==> config.mk <==
export PLATFORM = sky130hd
export DESIGN_NAME = wildcard_byte_signature_scan
export DESIGN_NICKNAME = d
export VERILOG_FILES = /design/src/rtl/wbss_pkg.sv /design/src/rtl/wbss_cell.sv /design/src/rtl/wildcard_byte_signature_scan.sv
export SDC_FILE = /design/constraint.sdc
export NUM_CORES = 1
export LEC_CHECK = 0
export BUFFER_PORTS_ARGS = -buffer_cell sky130_fd_sc_hd__buf_2
export CAP_MARGIN = 5
export CORE_UTILIZATION = 50
export CTS_CLUSTER_DIAMETER = 50
export DETAILED_ROUTE_END_ITERATION = 7
export PLACE_DENSITY = 0.67
export RECOVER_POWER = 100
export SLEW_MARGIN = 20
export SYNTH_ARGS = -nofsm -noshare
export SYNTH_HDL_FRONTEND = slang
export SYNTH_SLANG_ARGS = --single-unit
==> constraint.sdc <==
create_clock -name clk -period 20.8 [get_ports clk]
set_input_delay 2.08 -clock clk [delete_from_list [all_inputs] [get_ports clk]]
set_output_delay 2.08 -clock clk [all_outputs]
set_load 0.005 [all_outputs]
==> src/rtl/wbss_pkg.sv <==
// Package: shared types and constants for the wildcard byte signature scanner.
`timescale 1ns / 1ps
package wbss_pkg;

  localparam int CFG_INDEX_W = 4;
  localparam int CFG_DATA_W  = 64;
  localparam int SIG_BYTES   = 16;
  localparam int LEN_W       = 5;
  localparam int OUT_OFS_W   = 32;

  localparam logic [CFG_INDEX_W-1:0] REG_PAT_LO  = 4'd0;
  localparam logic [CFG_INDEX_W-1:0] REG_PAT_HI  = 4'd1;
  localparam logic [CFG_INDEX_W-1:0] REG_CARE    = 4'd2;
  localparam logic [CFG_INDEX_W-1:0] REG_PAT_LEN = 4'd3;

  // per-cell compare setup, derived from the signature registers
  typedef struct packed {
    logic [7:0] exp_byte;
    logic       care;
    logic       active;
  } cell_cfg_t;

endpackage

==> src/rtl/wbss_cell.sv <==
// One window cell: holds a byte, passes it on, and compares its incoming byte.
`timescale 1ns / 1ps
module wbss_cell
  import wbss_pkg::*;
(
  input  logic       clk,
  input  logic       shift,
  input  logic [7:0] byte_in,
  input  cell_cfg_t  cell_cfg,
  output logic [7:0] byte_out,
  output logic       match
);

  logic [7:0] byte_r;
  logic [7:0] byte_nxt;

  assign byte_nxt = shift ? byte_in : byte_r;

  always_ff @(posedge clk) begin
    byte_r <= byte_nxt;
  end

  assign byte_out = byte_r;
  // compare against the byte this cell takes on the current shift
  assign match = !cell_cfg.active || !cell_cfg.care || (byte_in == cell_cfg.exp_byte);

endmodule

==> src/rtl/wildcard_byte_signature_scan.sv <==
// Top level: masked byte signature scanner over a row of window cells.
// A result is registered in the output register or, if that is full, the skid entry.
// Throughput: one byte per cycle while in_ready is high; the cell row shifts and
// compares in the same cycle. A two-entry output buffer keeps bytes flowing while a
// result waits to be taken. Reset (rst_n low, synchronous): registers to 0,0,0,1,
// count and done flag cleared, output buffer empty. No clearing pass.
`timescale 1ns / 1ps
module wildcard_byte_signature_scan
  import wbss_pkg::*;
#(
  parameter int MAX_PATTERN_BYTES = 16,
  parameter int OFFSET_BITS       = 32
) (
  input  logic                   clk,
  input  logic                   rst_n,
  input  logic                   in_valid,
  output logic                   in_ready,
  input  logic [7:0]             in_data_byte,
  input  logic                   in_last_byte,
  output logic                   out_valid,
  input  logic                   out_ready,
  output logic                   out_found,
  output logic [OUT_OFS_W-1:0]   out_match_offset,
  input  logic                   cfg_valid,
  output logic                   cfg_ready,
  input  logic [CFG_INDEX_W-1:0] cfg_index,
  input  logic [CFG_DATA_W-1:0]  cfg_data
);

  localparam logic [LEN_W-1:0]       MAX_LEN = LEN_W'(MAX_PATTERN_BYTES);
  localparam logic [OFFSET_BITS-1:0] CNT_MAX = '1;

  // configuration registers
  logic [63:0]          pat_lo_r, pat_hi_r;
  logic [SIG_BYTES-1:0] care_r;
  logic [LEN_W-1:0]     pat_len_r;

  assign cfg_ready = 1'b1;

  always_ff @(posedge clk) begin
    if (!rst_n) begin
      pat_lo_r  <= '0;
      pat_hi_r  <= '0;
      care_r    <= '0;
      pat_len_r <= LEN_W'(1);
    end else if (cfg_valid && cfg_ready) begin
      case (cfg_index)
        REG_PAT_LO:  pat_lo_r  <= cfg_data;
        REG_PAT_HI:  pat_hi_r  <= cfg_data;
        REG_CARE:    care_r    <= cfg_data[SIG_BYTES-1:0];
        REG_PAT_LEN: pat_len_r <= cfg_data[LEN_W-1:0];
        default: ;
      endcase
    end
  end

  // length in use, clamped to 1..MAX_PATTERN_BYTES
  logic [LEN_W-1:0] len_use;
  always_comb begin
    if (pat_len_r == '0) len_use = LEN_W'(1);
    else if (pat_len_r > MAX_LEN) len_use = MAX_LEN;
    else len_use = pat_len_r;
  end

  logic [8*SIG_BYTES-1:0] sig_all;
  assign sig_all = {pat_hi_r, pat_lo_r};

  // scan state
  logic                   done_r, done_nxt;
  logic [OFFSET_BITS-1:0] seen_r, seen_nxt, seen_inc;
  logic                   accept, shift;

  assign accept = in_valid && in_ready;
  assign shift  = accept && !done_r;

  // cell row: cell k holds window byte k, newest at cell 0
  logic [7:0]                   cell_byte [MAX_PATTERN_BYTES];
  logic [MAX_PATTERN_BYTES-1:0] cell_match;

  for (genvar k = 0; k < MAX_PATTERN_BYTES; k++) begin : g_cell
    logic [LEN_W-1:0] sig_idx;
    cell_cfg_t        ccfg;
    logic [7:0]       byte_in;

    // window byte k meets signature byte len-1-k
    assign sig_idx       = len_use - LEN_W'(k) - LEN_W'(1);
    assign ccfg.active   = (LEN_W'(k) < len_use);
    assign ccfg.care     = care_r[sig_idx[3:0]];
    assign ccfg.exp_byte = sig_all[{sig_idx[3:0], 3'b000} +: 8];

    if (k == 0) begin : g_head
      assign byte_in = in_data_byte;
    end else begin : g_body
      assign byte_in = cell_byte[k-1];
    end

    wbss_cell u_cell (
      .clk      (clk),
      .shift    (shift),
      .byte_in  (byte_in),
      .cell_cfg (ccfg),
      .byte_out (cell_byte[k]),
      .match    (cell_match[k])
    );
  end

  logic                   hit, push;
  logic                   res_found;
  logic [OFFSET_BITS-1:0] ofs_full;
  logic [OFFSET_BITS+OUT_OFS_W-1:0] ofs_ext;
  logic [OUT_OFS_W-1:0]   res_ofs;

  assign seen_inc = (seen_r == CNT_MAX) ? seen_r : seen_r + OFFSET_BITS'(1);
  assign hit      = (seen_inc >= OFFSET_BITS'(len_use)) && (&cell_match);
  assign ofs_full = seen_inc - OFFSET_BITS'(len_use);
  assign ofs_ext  = {{OUT_OFS_W{1'b0}}, ofs_full};

  always_comb begin
    seen_nxt  = seen_r;
    done_nxt  = done_r;
    push      = 1'b0;
    res_found = 1'b0;
    res_ofs   = '0;
    if (shift) begin
      seen_nxt = seen_inc;
      if (hit) begin
        push      = 1'b1;
        res_found = 1'b1;
        res_ofs   = ofs_ext[OUT_OFS_W-1:0];
        done_nxt  = 1'b1;
      end else if (in_last_byte) begin
        push = 1'b1;
      end
    end
    if (accept && in_last_byte) begin
      seen_nxt = '0;
      done_nxt = 1'b0;
    end
  end

  always_ff @(posedge clk) begin
    if (!rst_n) begin
      seen_r <= '0;
      done_r <= 1'b0;
    end else begin
      seen_r <= seen_nxt;
      done_r <= done_nxt;
    end
  end

  // output register plus skid entry
  logic                 out_valid_r, out_valid_nxt, skid_valid_r, skid_valid_nxt;
  logic                 out_found_r, out_found_nxt, skid_found_r, skid_found_nxt;
  logic [OUT_OFS_W-1:0] out_ofs_r, out_ofs_nxt, skid_ofs_r, skid_ofs_nxt;
  logic                 pop;

  assign pop      = out_valid_r && out_ready;
  assign in_ready = !skid_valid_r;

  always_comb begin
    out_valid_nxt  = out_valid_r;
    out_found_nxt  = out_found_r;
    out_ofs_nxt    = out_ofs_r;
    skid_valid_nxt = skid_valid_r;
    skid_found_nxt = skid_found_r;
    skid_ofs_nxt   = skid_ofs_r;
    if (!out_valid_r || pop) begin
      if (skid_valid_r) begin
        out_valid_nxt  = 1'b1;
        out_found_nxt  = skid_found_r;
        out_ofs_nxt    = skid_ofs_r;
        skid_valid_nxt = push;
        skid_found_nxt = res_found;
        skid_ofs_nxt   = res_ofs;
      end else begin
        out_valid_nxt = push;
        out_found_nxt = res_found;
        out_ofs_nxt   = res_ofs;
      end
    end else if (push) begin
      skid_valid_nxt = 1'b1;
      skid_found_nxt = res_found;
      skid_ofs_nxt   = res_ofs;
    end
  end

  always_ff @(posedge clk) begin
    if (!rst_n) begin
      out_valid_r  <= 1'b0;
      skid_valid_r <= 1'b0;
    end else begin
      out_valid_r  <= out_valid_nxt;
      skid_valid_r <= skid_valid_nxt;
    end
  end

  always_ff @(posedge clk) begin
    out_found_r  <= out_found_nxt;
    out_ofs_r    <= out_ofs_nxt;
    skid_found_r <= skid_found_nxt;
    skid_ofs_r   <= skid_ofs_nxt;
  end

  assign out_valid        = out_valid_r;
  assign out_found        = out_found_r;
  assign out_match_offset = out_ofs_r;

`ifndef SYNTHESIS
  a_skid_behind_out : assert property (@(posedge clk) disable iff (!rst_n)
    skid_valid_r |-> out_valid_r)
    else $error("skid entry held with empty output register");

  a_not_found_zero : assert property (@(posedge clk) disable iff (!rst_n)
    (out_valid && !out_found) |-> (out_match_offset == '0))
    else $error("not-found result carries a nonzero offset");

  a_rearm : assert property (@(posedge clk) disable iff (!rst_n)
    (accept && in_last_byte) |=> (!done_r && seen_r == '0))
    else $error("scan not re-armed after final byte");

  a_found_sets_done : assert property (@(posedge clk) disable iff (!rst_n)
    (push && res_found && !in_last_byte) |=> done_r)
    else $error("match did not close the scan");
`endif

endmodule
# Word level (Yosys, flattened, before mapping)
# Cells that the tools add are included.
# word_totals
ff_bits	370
out_inout_bits	36
wordCells	269
# classes
n_addsub	32
n_lt_le_gt_ge	34
n_eq_ne	21
shifts	16
muxes	54
bitwise_logic	1
reduce_logical	84
# op_table
op	n
128-bit by 8-bit variable part select with 8-bit output	16
32-bit two-way mux	7
8-bit == test	16
4-bit by 5-bit less-than comparator with 1-bit output, second input constant	16
1-bit binary-select mux with 4-bit select	16
4-bit by 1-bit subtractor with 4-bit output, second input constant	16
4-bit by 5-bit less-than comparator with 1-bit output, first input constant	8
1-bit zero test	35
1-bit logical OR	33
32-bit by 1-bit adder with 32-bit output, second input constant	1
32-bit == test, second input constant	1
32-bit by 5-bit >= comparator with 1-bit output	1
32-bit by 5-bit subtractor with 32-bit output	1
4-bit subtractor, second input constant	8
1-bit two-way mux	29
3-bit by 5-bit less-than comparator with 1-bit output, first input constant	4
16-bit AND reduction	1
4-bit by 3-bit subtractor with 4-bit output, second input constant	4
2-bit AND reduction	6
1-bit by 5-bit less-than comparator with 1-bit output, first input constant	2
2-bit by 5-bit less-than comparator with 1-bit output, first input constant	2
5-bit two-way mux	2
4-bit by 2-bit == test with 1-bit output, second input constant	2
4-bit by 2-bit subtractor with 4-bit output, second input constant	2
other kinds (9)	13

# Longest topological paths before layout
# depth
word_depth	16
ltp_mapped	23
ltp_nobuf	19

# Hierarchy
# Synthesis repeated with hierarchy kept, for this count alone.
# unflattened
cells_unflattened	2538
hier_area_um2	23448.7
# by_module_without_submodules
mod	instances	cells_per_inst	area_each_um2	seq_area_each_um2
wildcard_byte_signature_scan	1	2234	18083.6	5665.4
wbss_cell	16	19	335.3	240.2

# Least setup slack after synthesis
# OpenSTA, ideal clock, no wires.
# synth_path
path_type	input-to-reg
startpoint	input port in_valid
endpoint	register skid_found_r (enable)
setup_ns	0.443
arrival_time_ns	8.285
required_ns	20.357
slack_ns	12.072
path_stages	6
path_buffers	2
path_cell_list	nand3_1 > inv_1 > clkbuf_1 > clkbuf_1 > nand2_1 > a31oi_1
# synth_between
elab_chain_len	5
# synth_rtl
element	line	source
from (decl)	wildcard_byte_signature_scan.sv:16	input logic in_valid,
1-bit logical AND	wildcard_byte_signature_scan.sv:73	assign accept = in_valid && in_ready;
1-bit logical AND	wildcard_byte_signature_scan.sv:74	assign shift = accept && !done_r;
net g_cell[0].u_cell.shift	wbss_cell.sv:7	input logic shift,
1-bit two-way mux	wildcard_byte_signature_scan.sv:124	if (shift) begin
2-bit nonzero test (no line)	-	
2-bit AND reduction (no line)	-	
to (signal assigned)	wildcard_byte_signature_scan.sv:200	skid_found_r <= skid_found_nxt;
to (decl)	wildcard_byte_signature_scan.sv:153	logic out_found_r, out_found_nxt, skid_found_r, skid_found_nxt;
# The timed path passes the listed nets, and every way through them passes these cells.
# A chain may end at the register's enable or synchronous reset.

# Worst setup path after layout
# layout_path
startpoint	register pat_len_r[4]
endpoint	register skid_ofs_r[22] (enable)
# layout_between
elab_chain_len	16
elab_cells_between_ends	185
# layout_rtl
element	line	source
from (decl)	wildcard_byte_signature_scan.sv:36	logic [LEN_W-1:0] pat_len_r;
from (signal assigned)	wildcard_byte_signature_scan.sv:51	REG_PAT_LEN: pat_len_r <= cfg_data[LEN_W-1:0];
5-bit > comparator	wildcard_byte_signature_scan.sv:61	else if (pat_len_r > MAX_LEN) len_use = MAX_LEN;
5-bit two-way mux	wildcard_byte_signature_scan.sv:61	
5-bit two-way mux *	wildcard_byte_signature_scan.sv:60	if (pat_len_r == '0) len_use = LEN_W'(1);
branches (longest 8 deep; another with 4-bit by 1-bit subtractor with 4-bit output)	-	
1-bit logical AND *	wildcard_byte_signature_scan.sv:114	assign hit = (seen_inc >= OFFSET_BITS'(len_use)) && (&cell_match);
1-bit two-way mux *	wildcard_byte_signature_scan.sv:126	if (hit) begin
1-bit two-way mux *	wildcard_byte_signature_scan.sv:124	
2-bit nonzero test (no line) *	-	
2-bit AND reduction (no line) *	-	
to (signal assigned)	wildcard_byte_signature_scan.sv:201	skid_ofs_r <= skid_ofs_nxt;
to (decl)	wildcard_byte_signature_scan.sv:154	logic [OUT_OFS_W-1:0] out_ofs_r, out_ofs_nxt, skid_ofs_r, skid_ofs_nxt;
# Mark *: on every way between the ends. The select of a mux whose other input is x is not followed.

==> reports/qor.txt <==
Switch share - 0.278
Die area - 0.0508 mm²
Cell variety after synth - 91
Critical-path cell list - clkbuf_1 -> nor2b_2 -> clkbuf_1 -> nor2_4 -> inv_1 -> clkbuf_1 -> ha_1 -> fa_1 -> inv_1 -> a31oi_1 -> o211ai_1 -> mux2i_1 -> nor3b_1 -> nand4b_1 -> nor4b_1 -> nand3_1 -> nor3_1 -> or4_1 -> a31oi_1 -> clkbuf_1
Pre-antenna DRT Iters - 6
Warnings from Yosys - 0
Largest net degree at the start of global routing - 90
Slew headroom - -1.87
Asr flop ratio synth - 0
Initial Util - 0.509
Total chip power - 0.00182 W
Crit path DAT - 12.62 ns
Top cell type's share of synthesized area - 0.224
Top cells by count, synth - nand2_1 (409), a21oi_1 (206), edfxtp_1 (186)
Cells taking the most area after synthesis - edfxtp_1 (22%), dfxtp_1 (15%), nand2_1 (6.2%)
Worst setup path startpoint - pat_len_r[4]$_SDFFE_PN0P_
Clk slew on worst S/H paths - 0.07 ns
DR vias - 24,200
Hold slack - 0.463 ns
Final Skew - 0.0300 ns
Average cell area after synthesis - 8.96 µm²
H-Tree Depth - 2
Worst flop-to-flop path startpoint - pat_len_r[4]$_SDFFE_PN0P_
GP Congestion - 1.16
Gr usage total - 0.413
Post-cts resize count - 0
RR Endpoint - skid_ofs_r[22]$_DFFE_PP_
First-pass GRT wire length - 152,000 µm
Clock power frac - 0.410
Peak supply drop - 56.1 µV
CP startpoint kind - flip-flop
Setup TNS - 0 ns
RSZ-0062 raised after global routing - no
CP peak stage delay - 1.80 ns
Top FF cell, synth - edfxtp_1
Worst Tran Pin Value - 4.31 ns
Routed Antenna Nets - 0
PD cells - 67.3 mW/mm²
Failing checks - capacitance limit, slew limit
Remaining global-route overflow - 0
Status - finished with violations
Comb power frac - 0.112
DRC - 0
Crit path capture - skid_ofs_r[22]$_DFFE_PP_
Hold-fix buffers at CTS - 0
Initial antenna violation count - 3
Port-buffer cells - 116
Drt wl/cell - 30.6 µm
Post CTS Setup Buffer Count - 0
Ratio of cells with drive above 1 in the final layout - 0.127
Boundary Pins - 118
Non-filler cells, final - 3,460
CTS Buf Count - 43
Placed Cells - 3,382
Max-capacitance violation count - 9
Die height - 225 µm
Final period util - 0.600
CTS tree - yes
Register share of total power - 0.478
Routed wire length - 106,000 µm
Final setup violation count - 0
FP Rows - 81
Critical path's slowest cell - clkbuf_1
Detailed placement HPWL - 79,200 µm
Vias per inst - 6.98
Root buf cell - clkbuf_16
Max-slew violations - 550
Sequential element share of the synthesized area - 0.372
# clock sinks - 370
Post-Syn Instances - 2,784
Syn_nets - 2,874
Core footprint - 0.0491 mm²
Reg2Reg Depth - 20
Crit-path max FO - 56
Filler Cells Inserted - 4,509
Fmax - 0.0802 GHz
Final WS setup - 8.33 ns
Bufs on Longest Clock Path - 3
Final Critical Period - 12.47 ns
Seq cells post-synth - 370
Critical Path RT - 20.95 ns
Fin nets - 2,854
Setup crit end kind - flip-flop
Critical path class - flip-flop to flip-flop
Hold/Removal Path Class - flip-flop to flip-flop
Vias in the first global route - 22,100
P_leak - 8.62 nW
Number of flops mapped to enable cells by yosys - 186
Pre-CTS setup slack - 13.32 ns
Top-count cell post-synth - nand2_1
Syn-to-layout area delta - 8.34%
Starting DRT DRC Count - 3,988
Internal - 0.00131 W
Mapped cell area - 0.0249 mm²
Switching power - 0.000506 W
Yosys top cell by area - edfxtp_1
Later-pin clock latency in the skew report - 0.61 ns
FF-to-FF setup slack - 8.33 ns
Crit-path most repeated cell - clkbuf_1
Die Wd - 225 µm
Endpoints failing hold - 0
==> per-stage QoR <==
stage          area, µm²  utilization
3_3_place_gp       25700        0.525
2_1_floorplan      24900            -
3_5_place_dp       25700        0.525
6_report           27000        0.551
4_1_cts            27100        0.553
5_1_grt            27000        0.551
==> logic make-up (layout without fill, tap and decap cells) <==
family	Yosys count	in the layout	share of synthesized area
AO/OA/AOI/OAI	776	776	0.216
XOR/XNOR	196	196	0.0694
adder cells (fa/ha/maj)	8	8	0.00431
buffers and inverters	309	320	0.0540
flip-flops	370	370	0.372
multiplexers	187	187	0.109
other	1	2	0.000150
AND/OR/NAND/NOR	937	937	0.176
==> worst max-delay path, delay by kind of cell (launching register included) <==
kind / cells / cell delay (ns)
AO/OA/AOI/OAI: 3 / 1.11
adder cells (fa/ha/maj): 2 / 0.68
flip-flops: 1 / 0.63
buffers and inverters: 6 / 5.90
AND/OR/NAND/NOR: 8 / 3.38
multiplexers: 1 / 0.20
==> flip-flops by register name (all words and copies together) (netlist names) <==
signal and flops:
pat_lo_r 64, out_valid 1, done_r 1, skid_found_r 1, skid_valid_r 1, pat_hi_r 64, pat_len_r 5, care_r 16
seen_r 32, skid_ofs_r 32, g_cell.u_cell.byte_out 120, out_match_offset 32, out_found 1
==> cells in the final DEF, fill, tap and decap left out, types with 20 or more instances in the layout <==
| cell | instances |
|---|---|
| buf_4 | 35 |
| nor3_1 | 133 |
| a22oi_1 | 70 |
| o221ai_1 | 59 |
| nand2_1 | 408 |
| o21ai_0 | 117 |
| mux2i_1 | 112 |
| buf_2 | 85 |
| nand2b_1 | 20 |
| edfxtp_1 | 186 |
| o22ai_1 | 64 |
| nor2_1 | 157 |
| a211oi_1 | 83 |
| inv_1 | 80 |
| dfxtp_1 | 183 |
| mux4_2 | 67 |
| nand3_1 | 33 |
| xnor2_1 | 120 |
| clkbuf_16 | 44 |
| xor2_1 | 74 |
| nand4_1 | 38 |
| clkbuf_1 | 49 |
| a21oi_1 | 203 |
| or3_1 | 27 |
| a22o_1 | 28 |
| a211oi_2 | 40 |
| nor4_1 | 29 |
==> final cells by class <==
| type | instances | area (µm²) | area share |
|---|---|---|---|
| repair buffers | 160 | 838 | 0.0310 |
| inverters | 84 | 318 | 0.0118 |
| flip-flops and latches | 370 | 9270 | 0.343 |
| multi-input cells | 2105 | 14400 | 0.532 |
| well taps | 664 | 831 | 0.0307 |
| clock inverters | 22 | 245 | 0.00907 |
| diodes | 1 | 2.50 | 0.0000926 |
| clock buffers | 54 | 1150 | 0.0425 |
==> routing by layer <==
layer | share of wire | vias up | track usage
met5 | 0.00022 | - | 0
met4 | 0.074 | 4 | 0.248
met1 | 0.38 | 11600 | 0.532
met3 | 0.13 | 396 | 0.124
li1 | - | 10400 | -
met2 | 0.42 | 1773 | 0.609
==> worst min-delay path by stage <==
stage | start | to | slack [ns] | cells past startpoint
after floorplan | done_r$_SDFFE_PP0P_ | done_r$_SDFFE_PP0P_ | 0.43 | 2
after global placement | done_r$_SDFFE_PP0P_ | done_r$_SDFFE_PP0P_ | 0.45 | 2
after detailed placement | g_cell[10].u_cell.byte_out[2]$_DFFE_PP_ | g_cell[11].u_cell.byte_out[2]$_DFFE_PP_ | 0.46 | 0
after CTS | g_cell[10].u_cell.byte_out[7]$_DFFE_PP_ | g_cell[11].u_cell.byte_out[7]$_DFFE_PP_ | 0.47 | 0
after global routing | g_cell[6].u_cell.byte_out[3]$_DFFE_PP_ | g_cell[7].u_cell.byte_out[3]$_DFFE_PP_ | 0.47 | 0
final | g_cell[6].u_cell.byte_out[3]$_DFFE_PP_ | g_cell[7].u_cell.byte_out[3]$_DFFE_PP_ | 0.46 | 0
==> power groups by stage <==
stage	registers (W)	clock network [W]	logic, W
6_report	0.000869	0.000746	0.000203
3_5_place_dp	0.000880	0	0.000201
5_1_grt	0.000871	0.000781	0.000216
4_1_cts	0.000865	0.000749	0.000202
3_3_place_gp	0.000880	0	0.000198
2_1_floorplan	0.000861	0	0.000131
No activity file was read; power rests on OpenSTA's default activity.
